`src/rtl/mcas_pkg.sv`:
```
`timescale 1ns / 1ps
// ----------------------------------------------------------------------------
// mcas_pkg
// Shared types and constants for the cursor acceleration step block.
// ----------------------------------------------------------------------------
package mcas_pkg;

    // configuration register indexes
    localparam logic [1:0] CFG_BASE_SPEED  = 2'd0;
    localparam logic [1:0] CFG_INIT_SPEED  = 2'd1;
    localparam logic [1:0] CFG_ACCEL_DUR   = 2'd2;
    localparam logic [1:0] CFG_UPD_INTV    = 2'd3;

    localparam int CFG_IDX_W  = 2;
    localparam int CFG_DATA_W = 16;

    // reset values of the configuration registers
    localparam logic [7:0]  RST_BASE_SPEED = 8'd50;
    localparam logic [7:0]  RST_INIT_SPEED = 8'd15;
    localparam logic [15:0] RST_ACCEL_DUR  = 16'd800;
    localparam logic [7:0]  RST_UPD_INTV   = 8'd8;

    // one quotient bit per divide iteration
    localparam int DIV_STEPS = 8;
    localparam int DIV_CNT_W = $clog2(DIV_STEPS);

    localparam logic [7:0] ROUND_BIAS = 8'd64;

    typedef enum logic [7:0] {
        S_IDLE  = 8'b0000_0001,
        S_CMP   = 8'b0000_0010,
        S_DIV   = 8'b0000_0100,
        S_SQ    = 8'b0000_1000,
        S_SPAN  = 8'b0001_0000,
        S_SUM   = 8'b0010_0000,
        S_SCALE = 8'b0100_0000,
        S_ACC   = 8'b1000_0000
    } t_state;

    // controller -> datapath
    typedef struct packed {
        logic accept;
        logic cmp;
        logic div;
        logic sq;
        logic span;
        logic sum;
        logic scale;
        logic acc;
    } t_dp_cmd;

    // datapath -> controller
    typedef struct packed {
        logic moving;    // direction bit set on the offered input
        logic out_room;  // output register can take a result this cycle
    } t_dp_sts;

endpackage

```
`src/rtl/mcas_in_if.sv`:
```
`timescale 1ns / 1ps
// ----------------------------------------------------------------------------
// mcas_in_if
// Request channel: time stamp and held direction bits.
// ----------------------------------------------------------------------------
interface mcas_in_if;
    logic        valid;
    logic        ready;
    logic [15:0] time_ms;
    logic        move_left;
    logic        move_right;
    logic        move_up;
    logic        move_down;

    modport source (output valid, time_ms, move_left, move_right, move_up, move_down,
                    input ready);
    modport sink   (input valid, time_ms, move_left, move_right, move_up, move_down,
                    output ready);
endinterface

```
`src/rtl/mcas_out_if.sv`:
```
`timescale 1ns / 1ps
// ----------------------------------------------------------------------------
// mcas_out_if
// Result channel: cursor deltas and pixel step.
// ----------------------------------------------------------------------------
interface mcas_out_if;
    logic              valid;
    logic              ready;
    logic signed [7:0] delta_x;
    logic signed [7:0] delta_y;
    logic        [7:0] pixel_step;

    modport source (output valid, delta_x, delta_y, pixel_step, input ready);
    modport sink   (input valid, delta_x, delta_y, pixel_step, output ready);
endinterface

```
`src/rtl/mcas_ctrl.sv`:
```
`timescale 1ns / 1ps
// ----------------------------------------------------------------------------
// mcas_ctrl
// Sequencer: accept, compare, serial divide, multiply steps, output load.
// ----------------------------------------------------------------------------
module mcas_ctrl
    import mcas_pkg::*;
(
    input  logic    i_clk,
    input  logic    i_rst_n,
    input  logic    i_in_valid,
    output logic    o_in_ready,
    input  t_dp_sts i_sts,
    output t_dp_cmd o_cmd
);

    t_state               r_state, n_state;
    logic [DIV_CNT_W-1:0] r_cnt, n_cnt;

    always_ff @(posedge i_clk) begin
        if (!i_rst_n) begin
            r_state <= S_IDLE;
            r_cnt   <= '0;
        end else begin
            r_state <= n_state;
            r_cnt   <= n_cnt;
        end
    end

    assign o_in_ready = (r_state == S_IDLE);

    always_comb begin
        n_state = r_state;
        n_cnt   = r_cnt;
        o_cmd   = '0;
        case (r_state)
            S_IDLE: begin
                if (i_in_valid) begin
                    o_cmd.accept = 1'b1;
                    // an item with no direction only updates the tracking state
                    if (i_sts.moving) n_state = S_CMP;
                end
            end
            S_CMP: begin
                o_cmd.cmp = 1'b1;
                n_cnt     = '0;
                n_state   = S_DIV;
            end
            S_DIV: begin
                o_cmd.div = 1'b1;
                n_cnt     = r_cnt + 1'b1;
                if (r_cnt == DIV_CNT_W'(DIV_STEPS - 1)) n_state = S_SQ;
            end
            S_SQ: begin
                o_cmd.sq = 1'b1;
                n_state  = S_SPAN;
            end
            S_SPAN: begin
                o_cmd.span = 1'b1;
                n_state    = S_SUM;
            end
            S_SUM: begin
                o_cmd.sum = 1'b1;
                n_state   = S_SCALE;
            end
            S_SCALE: begin
                o_cmd.scale = 1'b1;
                n_state     = S_ACC;
            end
            S_ACC: begin
                // hold here while the previous result is still waiting
                if (i_sts.out_room) begin
                    o_cmd.acc = 1'b1;
                    n_state   = S_IDLE;
                end
            end
            default: begin
                n_state = S_IDLE;
            end
        endcase
    end

endmodule

```
`src/rtl/mcas_dp.sv`:
```
`timescale 1ns / 1ps
// ----------------------------------------------------------------------------
// mcas_dp
// Datapath: config registers, tracking state, restoring divider, shared
// 12x8 multiplier, subpixel accumulator and output register.
// ----------------------------------------------------------------------------
module mcas_dp
    import mcas_pkg::*;
(
    input  logic                  i_clk,
    input  logic                  i_rst_n,
    input  logic                  i_cfg_we,
    input  logic [CFG_IDX_W-1:0]  i_cfg_idx,
    input  logic [CFG_DATA_W-1:0] i_cfg_data,
    input  logic [15:0]           i_time_ms,
    input  logic                  i_move_left,
    input  logic                  i_move_right,
    input  logic                  i_move_up,
    input  logic                  i_move_down,
    input  logic                  i_out_ready,
    output logic                  o_out_valid,
    output logic signed [7:0]     o_delta_x,
    output logic signed [7:0]     o_delta_y,
    output logic [7:0]            o_pixel_step,
    input  t_dp_cmd               i_cmd,
    output t_dp_sts               o_sts
);

    logic [7:0]  r_base, r_init, r_intv;
    logic [15:0] r_dur;
    logic        r_was_moving;
    logic [15:0] r_start;
    logic [7:0]  r_carry;
    logic        r_left, r_right, r_up, r_down;
    logic [15:0] r_rem;
    logic [7:0]  r_quot;
    logic        r_sat, r_hi;
    logic [19:0] r_prod;
    logic [15:0] r_speed;
    logic        r_out_valid;
    logic [7:0]  r_dx, r_dy, r_px;

    logic [16:0] rem2;
    logic        rem_ge;
    logic [7:0]  step, sq_op, curve, span;
    logic [11:0] mul_a;
    logic [7:0]  mul_b;
    logic [19:0] mul_p;
    logic [15:0] acc_sum;
    logic [7:0]  acc_px;

    // configuration
    always_ff @(posedge i_clk) begin
        if (!i_rst_n) begin
            r_base <= RST_BASE_SPEED;
            r_init <= RST_INIT_SPEED;
            r_dur  <= RST_ACCEL_DUR;
            r_intv <= RST_UPD_INTV;
        end else if (i_cfg_we) begin
            case (i_cfg_idx)
                CFG_BASE_SPEED: r_base <= i_cfg_data[7:0];
                CFG_INIT_SPEED: r_init <= i_cfg_data[7:0];
                CFG_ACCEL_DUR:  r_dur  <= i_cfg_data;
                CFG_UPD_INTV:   r_intv <= i_cfg_data[7:0];
                default: ;
            endcase
        end
    end

    // restoring divide step: (elapsed << 8) / duration, one bit per cycle
    assign rem2   = {r_rem, 1'b0};
    assign rem_ge = (rem2 >= {1'b0, r_dur});

    assign step  = r_sat ? 8'hFF : r_quot;
    assign sq_op = step[7] ? (8'd0 - step) : step;
    assign curve = r_hi ? (8'd255 - r_prod[14:7]) : (8'd1 + r_prod[14:7]);
    assign span  = r_base - r_init;

    // shared multiplier operand select
    always_comb begin
        mul_a = {4'd0, sq_op};
        mul_b = sq_op;
        if (i_cmd.span) begin
            mul_a = {4'd0, span};
            mul_b = curve;
        end else if (i_cmd.scale) begin
            mul_a = r_speed[15:4];
            mul_b = r_intv;
        end
    end
    assign mul_p = {8'd0, mul_a} * {12'd0, mul_b};

    assign acc_sum = r_prod[15:0] + {8'd0, r_carry} + {8'd0, ROUND_BIAS};
    assign acc_px  = acc_sum[15:8];

    always_ff @(posedge i_clk) begin
        if (!i_rst_n) begin
            r_was_moving <= 1'b0;
            r_start      <= '0;
            r_carry      <= '0;
        end else begin
            if (i_cmd.accept) begin
                if (!r_was_moving) r_start <= i_time_ms;
                r_was_moving <= o_sts.moving;
            end
            if (i_cmd.acc) r_carry <= acc_sum[7:0];
        end
    end

    always_ff @(posedge i_clk) begin
        if (i_cmd.accept) begin
            r_rem   <= r_was_moving ? (i_time_ms - r_start) : 16'd0;
            r_left  <= i_move_left;
            r_right <= i_move_right;
            r_up    <= i_move_up;
            r_down  <= i_move_down;
        end
        if (i_cmd.cmp) begin
            r_sat  <= (r_rem >= r_dur);
            r_quot <= '0;
        end
        if (i_cmd.div) begin
            r_rem  <= rem_ge ? 16'(rem2 - {1'b0, r_dur}) : rem2[15:0];
            r_quot <= {r_quot[6:0], rem_ge};
        end
        if (i_cmd.sq) begin
            r_prod <= mul_p;
            r_hi   <= step[7];
        end
        if (i_cmd.span || i_cmd.scale) r_prod <= mul_p;
        if (i_cmd.sum) r_speed <= r_prod[15:0] + {r_init, 8'd0};
    end

    // output register
    always_ff @(posedge i_clk) begin
        if (!i_rst_n) begin
            r_out_valid <= 1'b0;
        end else if (i_cmd.acc) begin
            r_out_valid <= 1'b1;
        end else if (i_out_ready) begin
            r_out_valid <= 1'b0;
        end
    end

    always_ff @(posedge i_clk) begin
        if (i_cmd.acc) begin
            r_px <= acc_px;
            case ({r_left, r_right})
                2'b10:   r_dx <= 8'd0 - acc_px;
                2'b01:   r_dx <= acc_px;
                default: r_dx <= 8'd0;
            endcase
            case ({r_up, r_down})
                2'b10:   r_dy <= 8'd0 - acc_px;
                2'b01:   r_dy <= acc_px;
                default: r_dy <= 8'd0;
            endcase
        end
    end

    assign o_out_valid  = r_out_valid;
    assign o_delta_x    = r_dx;
    assign o_delta_y    = r_dy;
    assign o_pixel_step = r_px;

    assign o_sts.moving   = i_move_left | i_move_right | i_move_up | i_move_down;
    assign o_sts.out_room = !r_out_valid || i_out_ready;

endmodule

```
`src/rtl/mouse_cursor_accel_step.sv`:
```
`timescale 1ns / 1ps
// ----------------------------------------------------------------------------
// mouse_cursor_accel_step
// Key-driven cursor acceleration: one request in, at most one delta out.
// ----------------------------------------------------------------------------
// Usage:
//   i_req carries the millisecond time and four held-direction bits. A request
//   with no direction set produces no result; it only marks movement as
//   stopped. A request with a direction produces one transfer on o_rsp.
//   Configuration is written through i_cfg_we / i_cfg_idx / i_cfg_data while
//   the block is idle (0 base speed, 1 initial speed, 2 duration, 3 interval).
// Sequence:
//   A moving request passes through accept, compare, the serial divider of
//   elapsed*256/duration, then five steps (square, blend, sum, scale,
//   accumulate) on the shared 12x8 multiplier and adders. The result is
//   valid once the accumulate step loads the output register. A request with
//   no direction leaves the sequencer idle. i_req.ready is high only while
//   the sequencer is idle.
// Stall:
//   The result sits in an output register, so the next request is accepted
//   and processed while it waits; that request holds in its last step until
//   the receiver takes the older result.
// Reset:
//   Synchronous, active low. Configuration returns to its defaults, movement
//   tracking and the subpixel remainder clear, and no result is pending.
// ----------------------------------------------------------------------------
module mouse_cursor_accel_step
    import mcas_pkg::*;
(
    input  logic                  i_clk,
    input  logic                  i_rst_n,
    input  logic                  i_cfg_we,
    input  logic [CFG_IDX_W-1:0]  i_cfg_idx,
    input  logic [CFG_DATA_W-1:0] i_cfg_data,
    mcas_in_if.sink               i_req,
    mcas_out_if.source            o_rsp
);

    t_dp_cmd cmd;
    t_dp_sts sts;

    mcas_ctrl u_ctrl (
        .i_clk      (i_clk),
        .i_rst_n    (i_rst_n),
        .i_in_valid (i_req.valid),
        .o_in_ready (i_req.ready),
        .i_sts      (sts),
        .o_cmd      (cmd)
    );

    mcas_dp u_dp (
        .i_clk        (i_clk),
        .i_rst_n      (i_rst_n),
        .i_cfg_we     (i_cfg_we),
        .i_cfg_idx    (i_cfg_idx),
        .i_cfg_data   (i_cfg_data),
        .i_time_ms    (i_req.time_ms),
        .i_move_left  (i_req.move_left),
        .i_move_right (i_req.move_right),
        .i_move_up    (i_req.move_up),
        .i_move_down  (i_req.move_down),
        .i_out_ready  (o_rsp.ready),
        .o_out_valid  (o_rsp.valid),
        .o_delta_x    (o_rsp.delta_x),
        .o_delta_y    (o_rsp.delta_y),
        .o_pixel_step (o_rsp.pixel_step),
        .i_cmd        (cmd),
        .o_sts        (sts)
    );

endmodule

```
`src/flat_wrapper.sv`:
```
// flat-port wrapper written by rule: the top's interface ports become plain ports
module mouse_cursor_accel_step_flat import mcas_pkg::*;
  (i_clk, i_rst_n, i_cfg_we, i_cfg_idx, i_cfg_data, i_req_valid, i_req_time_ms, i_req_move_left, i_req_move_right, i_req_move_up, i_req_move_down, i_req_ready, o_rsp_valid, o_rsp_delta_x, o_rsp_delta_y, o_rsp_pixel_step, o_rsp_ready);
  mcas_in_if i_req_i ();
  mcas_out_if o_rsp_i ();
  input  logic i_clk;
  input  logic i_rst_n;
  input  logic i_cfg_we;
  input  logic [CFG_IDX_W-1:0] i_cfg_idx;
  input  logic [CFG_DATA_W-1:0] i_cfg_data;
  input wire logic [$bits(i_req_i.valid)-1:0] i_req_valid;
  input wire logic [$bits(i_req_i.time_ms)-1:0] i_req_time_ms;
  input wire logic [$bits(i_req_i.move_left)-1:0] i_req_move_left;
  input wire logic [$bits(i_req_i.move_right)-1:0] i_req_move_right;
  input wire logic [$bits(i_req_i.move_up)-1:0] i_req_move_up;
  input wire logic [$bits(i_req_i.move_down)-1:0] i_req_move_down;
  output wire logic [$bits(i_req_i.ready)-1:0] i_req_ready;
  output wire logic [$bits(o_rsp_i.valid)-1:0] o_rsp_valid;
  output wire logic [$bits(o_rsp_i.delta_x)-1:0] o_rsp_delta_x;
  output wire logic [$bits(o_rsp_i.delta_y)-1:0] o_rsp_delta_y;
  output wire logic [$bits(o_rsp_i.pixel_step)-1:0] o_rsp_pixel_step;
  input wire logic [$bits(o_rsp_i.ready)-1:0] o_rsp_ready;
  assign i_req_i.valid = i_req_valid;
  assign i_req_i.time_ms = i_req_time_ms;
  assign i_req_i.move_left = i_req_move_left;
  assign i_req_i.move_right = i_req_move_right;
  assign i_req_i.move_up = i_req_move_up;
  assign i_req_i.move_down = i_req_move_down;
  assign i_req_ready = i_req_i.ready;
  assign o_rsp_valid = o_rsp_i.valid;
  assign o_rsp_delta_x = o_rsp_i.delta_x;
  assign o_rsp_delta_y = o_rsp_i.delta_y;
  assign o_rsp_pixel_step = o_rsp_i.pixel_step;
  assign o_rsp_i.ready = o_rsp_ready;
  mouse_cursor_accel_step u_core (.i_clk(i_clk), .i_rst_n(i_rst_n), .i_cfg_we(i_cfg_we), .i_cfg_idx(i_cfg_idx), .i_cfg_data(i_cfg_data), .i_req(i_req_i), .o_rsp(o_rsp_i));
endmodule
```
`config.mk`:
```
export PLATFORM = sky130hd
export DESIGN_NAME = mouse_cursor_accel_step_flat
export DESIGN_NICKNAME = d
export VERILOG_FILES = /design/src/rtl/mcas_pkg.sv /design/src/rtl/mcas_in_if.sv /design/src/rtl/mcas_out_if.sv /design/src/rtl/mcas_ctrl.sv /design/src/rtl/mcas_dp.sv /design/src/rtl/mouse_cursor_accel_step.sv /design/src/flat_wrapper.sv
export SDC_FILE = /design/constraint.sdc
export NUM_CORES = 1
export LEC_CHECK = 0
export BUFFER_PORTS_ARGS = -buffer_cell sky130_fd_sc_hd__buf_2
export CAP_MARGIN = 20
export CORE_MARGIN = 10
export CORE_UTILIZATION = 30
export DETAILED_ROUTE_END_ITERATION = 10
export PLACE_DENSITY = 0.55
export SLEW_MARGIN = 20
export SYNTH_ARGS = -nofsm -noshare
export SYNTH_HDL_FRONTEND = slang
export SYNTH_SLANG_ARGS = --single-unit
```
`constraint.sdc`:
```
create_clock -name i_clk -period 6.9 [get_ports i_clk]
set_input_delay 0 -clock i_clk [delete_from_list [all_inputs] [get_ports i_clk]]
set_output_delay 0 -clock i_clk [all_outputs]
set_load 0.01 [all_outputs]
```
==> metrics.yaml, run 1 <==
synth:
  ys_seq_area_frac: 0.323
  synth_compound_area_frac: 0.144
  syn-num-nets: 1602
  ys_top_cells_by_count: "nand2_1, inv_1, nor2_1"
  synth_top_cells_by_area: "edfxtp_1, dfxtp_1, ha_1, fa_1, nand2_1"
  synth_warnings: 0
  synth_cell_types: 77
  synth-adder-area-share: 0.211
  synth_area_leader_cell: "edfxtp_1"
  muxShareOfSynthArea: 0.0220
  async_flop_share: 0
  synth.most_common_cell: "nand2_1"
  syn_avg_cell_area_um2: 8.96
  synth-simple-area-share: 0.185
  ys_ff_latch: 159
  synthesis.area_mm2: 0.0124
  synth_edf_count: 82
  ys.flop_type: "edfxtp_1"
  synth_top_area_share: 0.198
  synth-xor-area-share: 0.0544
  synth_top_family_by_area: "adder cells"
  synthCells: 1386
clock_tree:
  clk_latency_ps: 440
  ctsHtreeMaxLevel: 4
  clk_pin_slew_worst_paths_ps: 70
  cts_resized: 0
  cts_buffers: 17
  root_buffer: "clkbuf_16"
  cts_tree: "built"
  post-cts-setup-buffers: 0
  hold_buffers: 41
  cts.sinks: 159
  clock_path_buffers: 2
detailed_routing:
  wl_per_cell_um: 14.8
  via_per_inst: 4.82
  routed-via-count: 9820
  wirelength_um: 30100
  drc: 0
  drt-pass1-iter-count: 8
  drt-initial-drc-count: 595
  detail-route-antenna-nets: 0
final_layout:
  nets: 1707
  syn_to_final_growth_pct: 15.9
  n_fill_cell: 4195
  diodes: 0
  drive_gt1_frac: 0.100
  instances_no_fill: 2036
die:
  initial_core_util: 0.304
  chipHeight_um: 223
  boundaryPins: 69
  coreArea_mm2: 0.0408
  die-area_mm2: 0.0499
  fp.dieW_um: 223
  num_rows: 74
critical_path:
  end_kind: "register"
  critPathMaxFanout: 19
  crit_type: "reg -> reg"
  start_kind: "register"
  reg2reg_depth: 20
  crit_required_ps: 7080
  arrival_ps: 6630
hold_path:
  holdPathStages: 4
  hp-class: "in -> reg"
sta:
  drv_slew: 0
  timing.fmax_ghz: 0.155
  layout_setup_ws_ps: 448
  fin_skew_ps: 14.9
  layout_min_cycle_time_ps: 6450
  tns_ps: 0
  finalHoldViolCount: 0
  tightest_slew_ps: 977
  finalSetupViolations: 0
  rsz0062_at_grt: "no"
  slew_headroom: 0.348
  finalCritPeriodShare: 0.935
global_route:
  grt_antenna_before_repair: 0
  grt_pass1_vias: 10000
  grtUsageTotal: 0.122
  grt_max_degree: 61
  grt_pass1_wl_um: 50500
  grt_overflow: 0
placed_design:
  port_buffers: 68
  gp_congestion: 0.868
  place_hpwl_um: 23700
  placed_cells: 1963
  place_ws_ps: 480
power_and_ir_drop:
  leakage_uw: 0.00602
  seqPwrFrac: 0.333
  p_switching_uw: 1410
  p_int_uw: 2320
  switching_share: 0.377
  ir_worst_vdd_mv: 0.172
  pwr-share-clk: 0.258
  p_comb_frac: 0.409
  p_per_area_mw_per_mm2: 259
run:
  drv_cap: 0
status:
  outcome: "complete, no violations"
[kinds of logic after synthesis]
family	Yosys count
XOR/XNOR	75
AO/OA/AOI/OAI	273
AND/OR/NAND/NOR	480
buffers and inverters	199
adder cells (fa/ha/maj)	173
multiplexers	27
flip-flops	159
[routing by layer]
metal  global-route usage  wire (µm)  up-vias
li1                     -          -     4951
met1                0.153      14200     4665
met2                0.204      14100      177
met3               0.0256       1400       27
met4               0.0357        452        0
met5                    0          0        -
[state kept, by name (all words and copies together), names as in the netlist, 3 cells and up]
name,flops
u_core.u_ctrl.r_cnt,3
u_core.u_ctrl.r_state,8
u_core.u_dp.o_delta_x,8
u_core.u_dp.o_delta_y,8
u_core.u_dp.o_pixel_step,8
u_core.u_dp.r_base,8
u_core.u_dp.r_carry,8
u_core.u_dp.r_dur,16
u_core.u_dp.r_init,8
u_core.u_dp.r_intv,8
u_core.u_dp.r_prod,16
u_core.u_dp.r_quot,8
u_core.u_dp.r_rem,16
u_core.u_dp.r_speed,12
u_core.u_dp.r_start,16
[final cells by class]
| type | instances | area [µm²] | share of cell area |
|---|---|---|---|
| multi-input cells | 1028 | 7650 | 0.532 |
| flip-flops and latches | 159 | 4000 | 0.278 |
| repair buffers | 125 | 871 | 0.0606 |
| well taps | 532 | 666 | 0.0463 |
| inverters | 160 | 602 | 0.0418 |
| clock buffers | 18 | 439 | 0.0305 |
| clock inverters | 14 | 146 | 0.0102 |
[path summary, 6_finish.rpt]
check,slack (ps),start,endpoint
worst max-delay path,450,u_core.u_ctrl.r_state[0],u_core.u_dp.r_prod[15]
worst min-delay path,60,i_cfg_idx[1],u_core.u_dp.r_init[0]
worst max register to register,450,u_core.u_ctrl.r_state[0],u_core.u_dp.r_prod[15]
worst min register to register,460,u_core.u_dp.r_dur[2],u_core.u_dp.r_dur[2]
[power groups by stage]
| stage | Clock (µW) | Sequential, µW | Combinational [µW] |
|---|---|---|---|
| floorplan | 0 | 1230 | 1190 |
| global placement | 0 | 1260 | 1490 |
| detailed placement | 0 | 1260 | 1510 |
| CTS | 986 | 1240 | 1540 |
| global route | 1020 | 1250 | 1750 |
| finish | 963 | 1240 | 1530 |
[cell usage in the layout, fill, tap and decap left out, types with 12 or more instances in the layout]
cell type and instances:
a21o_1 31, clkbuf_16 17, xor2_1 23, nor2_1 116, nor2b_1 31, edfxtp_1 82
a21oi_1 93, or2_2 13, and2_1 17, o211ai_1 12, dlygate4sd3_1 41, nand2b_1 21
o21ai_0 26, nor3_1 33, xnor2_1 51, dfxtp_1 77, inv_1 159, ha_1 113
buf_4 16, o21a_1 15, mux2i_1 25, nand3_1 32, nand2_1 164, buf_2 68
fa_1 60
[metrics by stage]
stage | util | hold WS (ps) | cell area (µm²) | power (µW)
floorplan | - | 88.9 | 12400 | 2420
global placement | 0.328 | 192 | 13400 | 2750
detailed placement | 0.328 | 192 | 13400 | 2770
CTS | 0.352 | 40.7 | 14400 | 3760
global route | 0.352 | 82.1 | 14400 | 4020
finish | 0.352 | 58.5 | 14400 | 3730
[worst max-delay path, stage by stage (launching register included)]
cell and delay, ps:
dfxtp_1 340, nor4_2 500, and3_1 610, buf_4 320, a21oi_1 90, mux2i_1 570, nand2_1 150, fa_1 480
fa_1 490, inv_1 50, fa_1 520, inv_1 50, fa_1 520, inv_1 40, ha_1 340, o21ai_0 100
nand2b_1 100, a31o_2 260, and4_1 210, o31a_1 310, xnor2_1 130
Power figures use the tool's default switching activity.
==> run 2: changes to the inputs <==
==> constraint.sdc (replaced) <==
create_clock -name i_clk -period 6.5 [get_ports i_clk]
set_input_delay 0 -clock i_clk [delete_from_list [all_inputs] [get_ports i_clk]]
set_output_delay 0 -clock i_clk [all_outputs]
set_load 0.01 [all_outputs]
==> run 2 against run 1 <==
Effect of this change:
- hold slack worse by 1.5 ps
- final area grew 0.37%
- first-iteration DRC count down 0.34%
- maximum frequency grew 5.6%
- global-route usage hardly changed
- utilization increased by 0.13 points
- via count increased by 0.57%
- sequential share of layout area down 0.10 points
- clock power increased by 5%
- critical path type unchanged
==> metrics.yaml, run 2 (synthesis results as in run 1) <==
status:
  outcome: "complete, no violations"
critical_path:
  crit_family: "adder cells"
  path_depth: 23
  critPathMaxFanout: 10
  crit_type: "reg -> reg"
  start_kind: "register"
  critPathSlowestCell: "fa_1"
  crit_required_ps: 6680
  reg2reg_depth: 23
  path_cells: "nor2_1 > ha_1 > nor2b_1 > o32ai_1 > nor2_1 > a21oi_1 > nand2_1 > o21ai_1 > or2_2 > fa_1 > fa_1 > inv_1 > fa_1 > inv_1 > fa_1 > inv_1 > ha_1 > o21ai_0 > nand2b_1 > a31o_2 > and4_1 > o31a_1 > xnor2_1"
  cpPeakStageDelay_ps: 550
  arrival_ps: 6290
  crit_top_cell: "fa_1"
  worst-path-buf-inv: 3
  end_kind: "register"
sta:
  layout_setup_ws_ps: 393
  rsz0062_at_grt: "no"
  tns_ps: 0
  layout_min_cycle_time_ps: 6110
  finalSetupViolations: 0
  finalCritPeriodShare: 0.940
  finalHoldViolCount: 0
  slew_headroom: 0.366
  tightest_slew_ps: 950
  drv_slew: 0
  fin_skew_ps: 12.8
  timing.fmax_ghz: 0.164
global_route:
  grt_antenna_before_repair: 0
  grt_overflow: 0
  grt_pass1_vias: 10200
  grtUsageTotal: 0.122
  grt_max_degree: 61
  grt_pass1_wl_um: 50500
clock_tree:
  ctsHtreeMaxLevel: 4
  cts.sinks: 159
  cts_tree: "built"
  clk_pin_slew_worst_paths_ps: 70
  clk_latency_ps: 440
  post-cts-setup-buffers: 0
  cts_buffers: 17
  root_buffer: "clkbuf_16"
  clock_path_buffers: 2
die:
  coreArea_mm2: 0.0408
  die-area_mm2: 0.0499
  boundaryPins: 69
  fp.dieW_um: 223
  chipHeight_um: 223
  initial_core_util: 0.304
  num_rows: 74
detailed_routing:
  routed-via-count: 9876
  wirelength_um: 30300
  drc: 0
  wl_per_cell_um: 14.8
  drt-initial-drc-count: 593
  via_per_inst: 4.84
  detail-route-antenna-nets: 0
  drt-pass1-iter-count: 5
placed_design:
  place_ws_ps: 385
  place_hpwl_um: 24000
  gp_congestion: 0.882
  port_buffers: 68
power_and_ir_drop:
  leakage_uw: 0.00606
  p_per_area_mw_per_mm2: 273
  ir_worst_vdd_mv: 0.188
final_layout:
  diodes: 0
  syn_to_final_growth_pct: 16.3
  drive_gt1_frac: 0.105
  nets: 1713
  mostFrequentLayoutCell: "nand2_1"
  layout_common_cells: "nand2_1, inv_1, nor2_1"
hold_path:
  hp-class: "in -> reg"
  holdPathStages: 4
run:
  drv_cap: 0
-- run 2: repair_timing --
item                                    CTS  global route
resized for setup                         0             2
endpoints found under the hold margin    64             0
endpoints found under the setup margin    0             1
hold buffers                             41             0
-- run 2: where the power goes --
part	internal [µW]	total [µW]	switching, µW	leakage [µW]
registers	1220	1320	92.7	0.00139
clock network	518	1010	489	0.000292
logic	699	1630	926	0.00438
-- run 2: worst paths after layout --
kind	startpoint	end	slack (ps)
max	u_core.u_dp.r_sat	u_core.u_dp.r_prod[15]	390
max reg2reg	u_core.u_dp.r_sat	u_core.u_dp.r_prod[15]	390
min reg2reg	u_core.u_dp.r_start[4]	u_core.u_dp.r_start[4]	460
min	i_cfg_idx[0]	u_core.u_dp.r_dur[11]	60
-- run 2: worst min-delay path, stage by stage --
cell and delay (ps):
buf_2 140, nor2_2 160, nand2_1 100, a21oi_1 50
-- run 2: area by class of cell --
type | instances | area (µm²)
repair buffers | 131 | 916
flip-flops and latches | 159 | 4000
fillers | 4173 | 26400
well taps | 532 | 666
inverters | 160 | 602
multi-input cells | 1028 | 7660
clock inverters | 15 | 164
clock buffers | 17 | 425
-- run 2: metrics by stage --
stage               instances  area [µm²]  power, µW  utilization  hold WS [ps]
floorplan                1386       12400       2570            -          88.9
global placement         1969       13400       2920        0.329           189
detailed placement       1969       13400       2950        0.329           191
CTS                      2042       14400       3990        0.353          59.1
global route             2042       14400       4270        0.354          79.2
finish                   2042       14400       3950        0.354          57.0
-- run 2: metal layers --
layer  up-vias  track usage  share of wire
li1       4964            -              -
met1      4716        0.152           0.46
met2       169        0.210           0.48
met3        27       0.0237          0.044
met4         0       0.0325          0.013
met5         -            0              0
==> run 3: changes to the inputs <==
--- a/config.mk
+++ b/config.mk
@@ -5,6 +5,7 @@
 export SDC_FILE = /design/constraint.sdc
 export NUM_CORES = 1
 export LEC_CHECK = 0
+export ABC_AREA = 1
 export BUFFER_PORTS_ARGS = -buffer_cell sky130_fd_sc_hd__buf_2
 export CAP_MARGIN = 20
 export CORE_MARGIN = 10
==> run 3 against run 2 <==
Effect of this change:
- hold slack improved by 11 ps
- sequential power fell by 9%
- sequential cell count is the same
- via count rose by 6.5%
- setup slack gained 120 ps
- global-route usage is 1.4 points higher
- highest routed layer unchanged
- clock power grew 5%
- cell count up 11%
==> metrics.yaml, run 3 <==
die:
  die-area_mm2: 0.0506
  boundaryPins: 69
  initial_core_util: 0.302
  num_rows: 75
  coreArea_mm2: 0.0418
  fp.dieW_um: 225
  chipHeight_um: 225
global_route:
  grtUsageTotal: 0.136
  grt_antenna_before_repair: 2
  grt_pass1_wl_um: 54900
  grt_max_degree: 65
  grt_overflow: 0
  grt_pass1_vias: 10600
critical_path:
  crit_required_ps: 6700
  crit_type: "reg -> reg"
  crit_top_cell: "nand2_1"
  start_kind: "register"
  critPathMaxFanout: 8
  cpPeakStageDelay_ps: 560
  reg2reg_depth: 28
  critPathSlowestCell: "fa_1"
  arrival_ps: 6190
  end_kind: "register"
synth:
  synth_top_cells_by_area: "edfxtp_1, dfxtp_1, ha_1, nand2_1, fa_1"
  synth_warnings: 0
  syn-num-nets: 1826
  ys.flop_type: "edfxtp_1"
  synthCells: 1610
  async_flop_share: 0
  synthesis.area_mm2: 0.0126
  synth.most_common_cell: "nand2_1"
  ys_top_cells_by_count: "nand2_1, inv_1, nor2_1"
  synth_cell_types: 52
  syn_avg_cell_area_um2: 7.83
  ys_ff_latch: 159
  ys_seq_area_frac: 0.318
  synth_edf_count: 82
  synth_area_leader_cell: "edfxtp_1"
  synth_top_area_share: 0.195
hold_path:
  holdPathStages: 3
  hp-class: "in -> reg"
sta:
  fin_hold_ws_ps: 67.6
  fin_skew_ps: 11.5
  rsz0062_at_grt: "no"
  finalCritPeriodShare: 0.921
  drv_slew: 0
  tns_ps: 0
  finalHoldViolCount: 0
  layout_min_cycle_time_ps: 5990
  slew_headroom: 0.377
  finalSetupViolations: 0
  tightest_slew_ps: 928
  timing.fmax_ghz: 0.167
clock_tree:
  cts_tree: "built"
  root_buffer: "clkbuf_16"
  cts_buffers: 17
  clk_latency_ps: 450
  clk_pin_slew_worst_paths_ps: 60
  clock_path_buffers: 2
  cts.sinks: 159
  ctsHtreeMaxLevel: 4
power_and_ir_drop:
  seqPwrFrac: 0.344
  p_switching_uw: 1250
  pwr-share-clk: 0.304
  p_per_area_mw_per_mm2: 240
  p_int_uw: 2240
  leakage_uw: 0.00669
  ir_worst_vdd_mv: 0.175
  p_comb_frac: 0.351
  switching_share: 0.357
final_layout:
  syn_to_final_growth_pct: 15.5
  drive_gt1_frac: 0.0944
  mostFrequentLayoutCell: "nand2_1"
  nets: 1929
  layout_common_cells: "nand2_1, inv_1, nor2_1"
  instances_no_fill: 2267
placed_design:
  place_hpwl_um: 26800
  placed_cells: 2190
  port_buffers: 68
  gp_congestion: 0.912
detailed_routing:
  wl_per_cell_um: 14.7
  drt-initial-drc-count: 566
  drc: 0
  wirelength_um: 33300
  routed-via-count: 10500
  via_per_inst: 4.64
  drt-pass1-iter-count: 7
  detail-route-antenna-nets: 0
status:
  outcome: "complete, no violations"
run:
  drv_cap: 0
run 3: path summary, 6_finish.rpt:
| path | from | to | slack, ps |
|---|---|---|---|
| max | u_core.u_dp.r_sat | u_core.u_dp.r_prod[14] | 510 |
| min | i_req_valid | u_core.u_dp.r_right | 70 |
| max reg2reg | u_core.u_dp.r_sat | u_core.u_dp.r_prod[14] | 510 |
| min reg2reg | u_core.u_dp.r_start[9] | u_core.u_dp.r_start[9] | 460 |
run 3: routing by layer:
layer,track usage,vias up,share of wire
li1,-,5424,-
met1,0.177,4887,0.48
met4,0.0320,0,0.011
met5,0,-,0
met2,0.227,180,0.47
met3,0.0275,26,0.045
run 3: area by class of cell:
cell class	count	area (µm²)
antenna	2	5.00
clock buffer	20	458
clock inverter	12	158
fill	4338	27200
inverter	296	1110
multi-input combinational	1122	7340
sequential	159	4000
tap	539	674
timing repair buffer	117	808
run 3: repair_timing:
| item | 4_1_cts | 5_1_grt |
|---|---|---|
| setup endpoints to repair | 0 | 2 |
| hold buffers | 40 | 0 |
| setup buffers | 0 | 3 |
| endpoints found under the hold margin | 63 | 0 |
| gates resized for setup | 0 | 6 |
run 3: worst max-delay path: cells and delay by family, from the launching register on:
kind	cells	cell delay [ps]
fa+ha+maj	5	2460
simple gates	12	1380
compound gates	5	780
buf+inv	5	540
flops	1	500
xor+xnor	1	80
run 3: kinds of logic after synthesis:
| group | count (synthesis) | synth area share |
|---|---|---|
| simple gates | 599 | 0.206 |
| buf+inv | 329 | 0.101 |
| compound gates | 296 | 0.128 |
| fa+ha+maj | 173 | 0.207 |
| flops | 159 | 0.318 |
| xor+xnor | 54 | 0.0396 |
run 3: power by group through the flow:
| stage | Combinational [µW] | Sequential, µW | Clock, µW |
|---|---|---|---|
| 3_3_place_gp | 1190 | 1220 | 0 |
| 5_1_grt | 1420 | 1210 | 1140 |
| 6_report | 1230 | 1200 | 1060 |
| 4_1_cts | 1230 | 1200 | 1090 |
| 2_1_floorplan | 922 | 1210 | 0 |
| 3_5_place_dp | 1210 | 1230 | 0 |
run 3: through the flow:
stage	util	total power, µW	setup slack, ps	area [µm²]
floorplan	-	2130	1070	12600
global placement	0.323	2420	430	13500
detailed placement	0.323	2440	361	13500
CTS	0.348	3530	342	14500
global route	0.349	3770	11.1	14600
finish	0.349	3490	512	14600
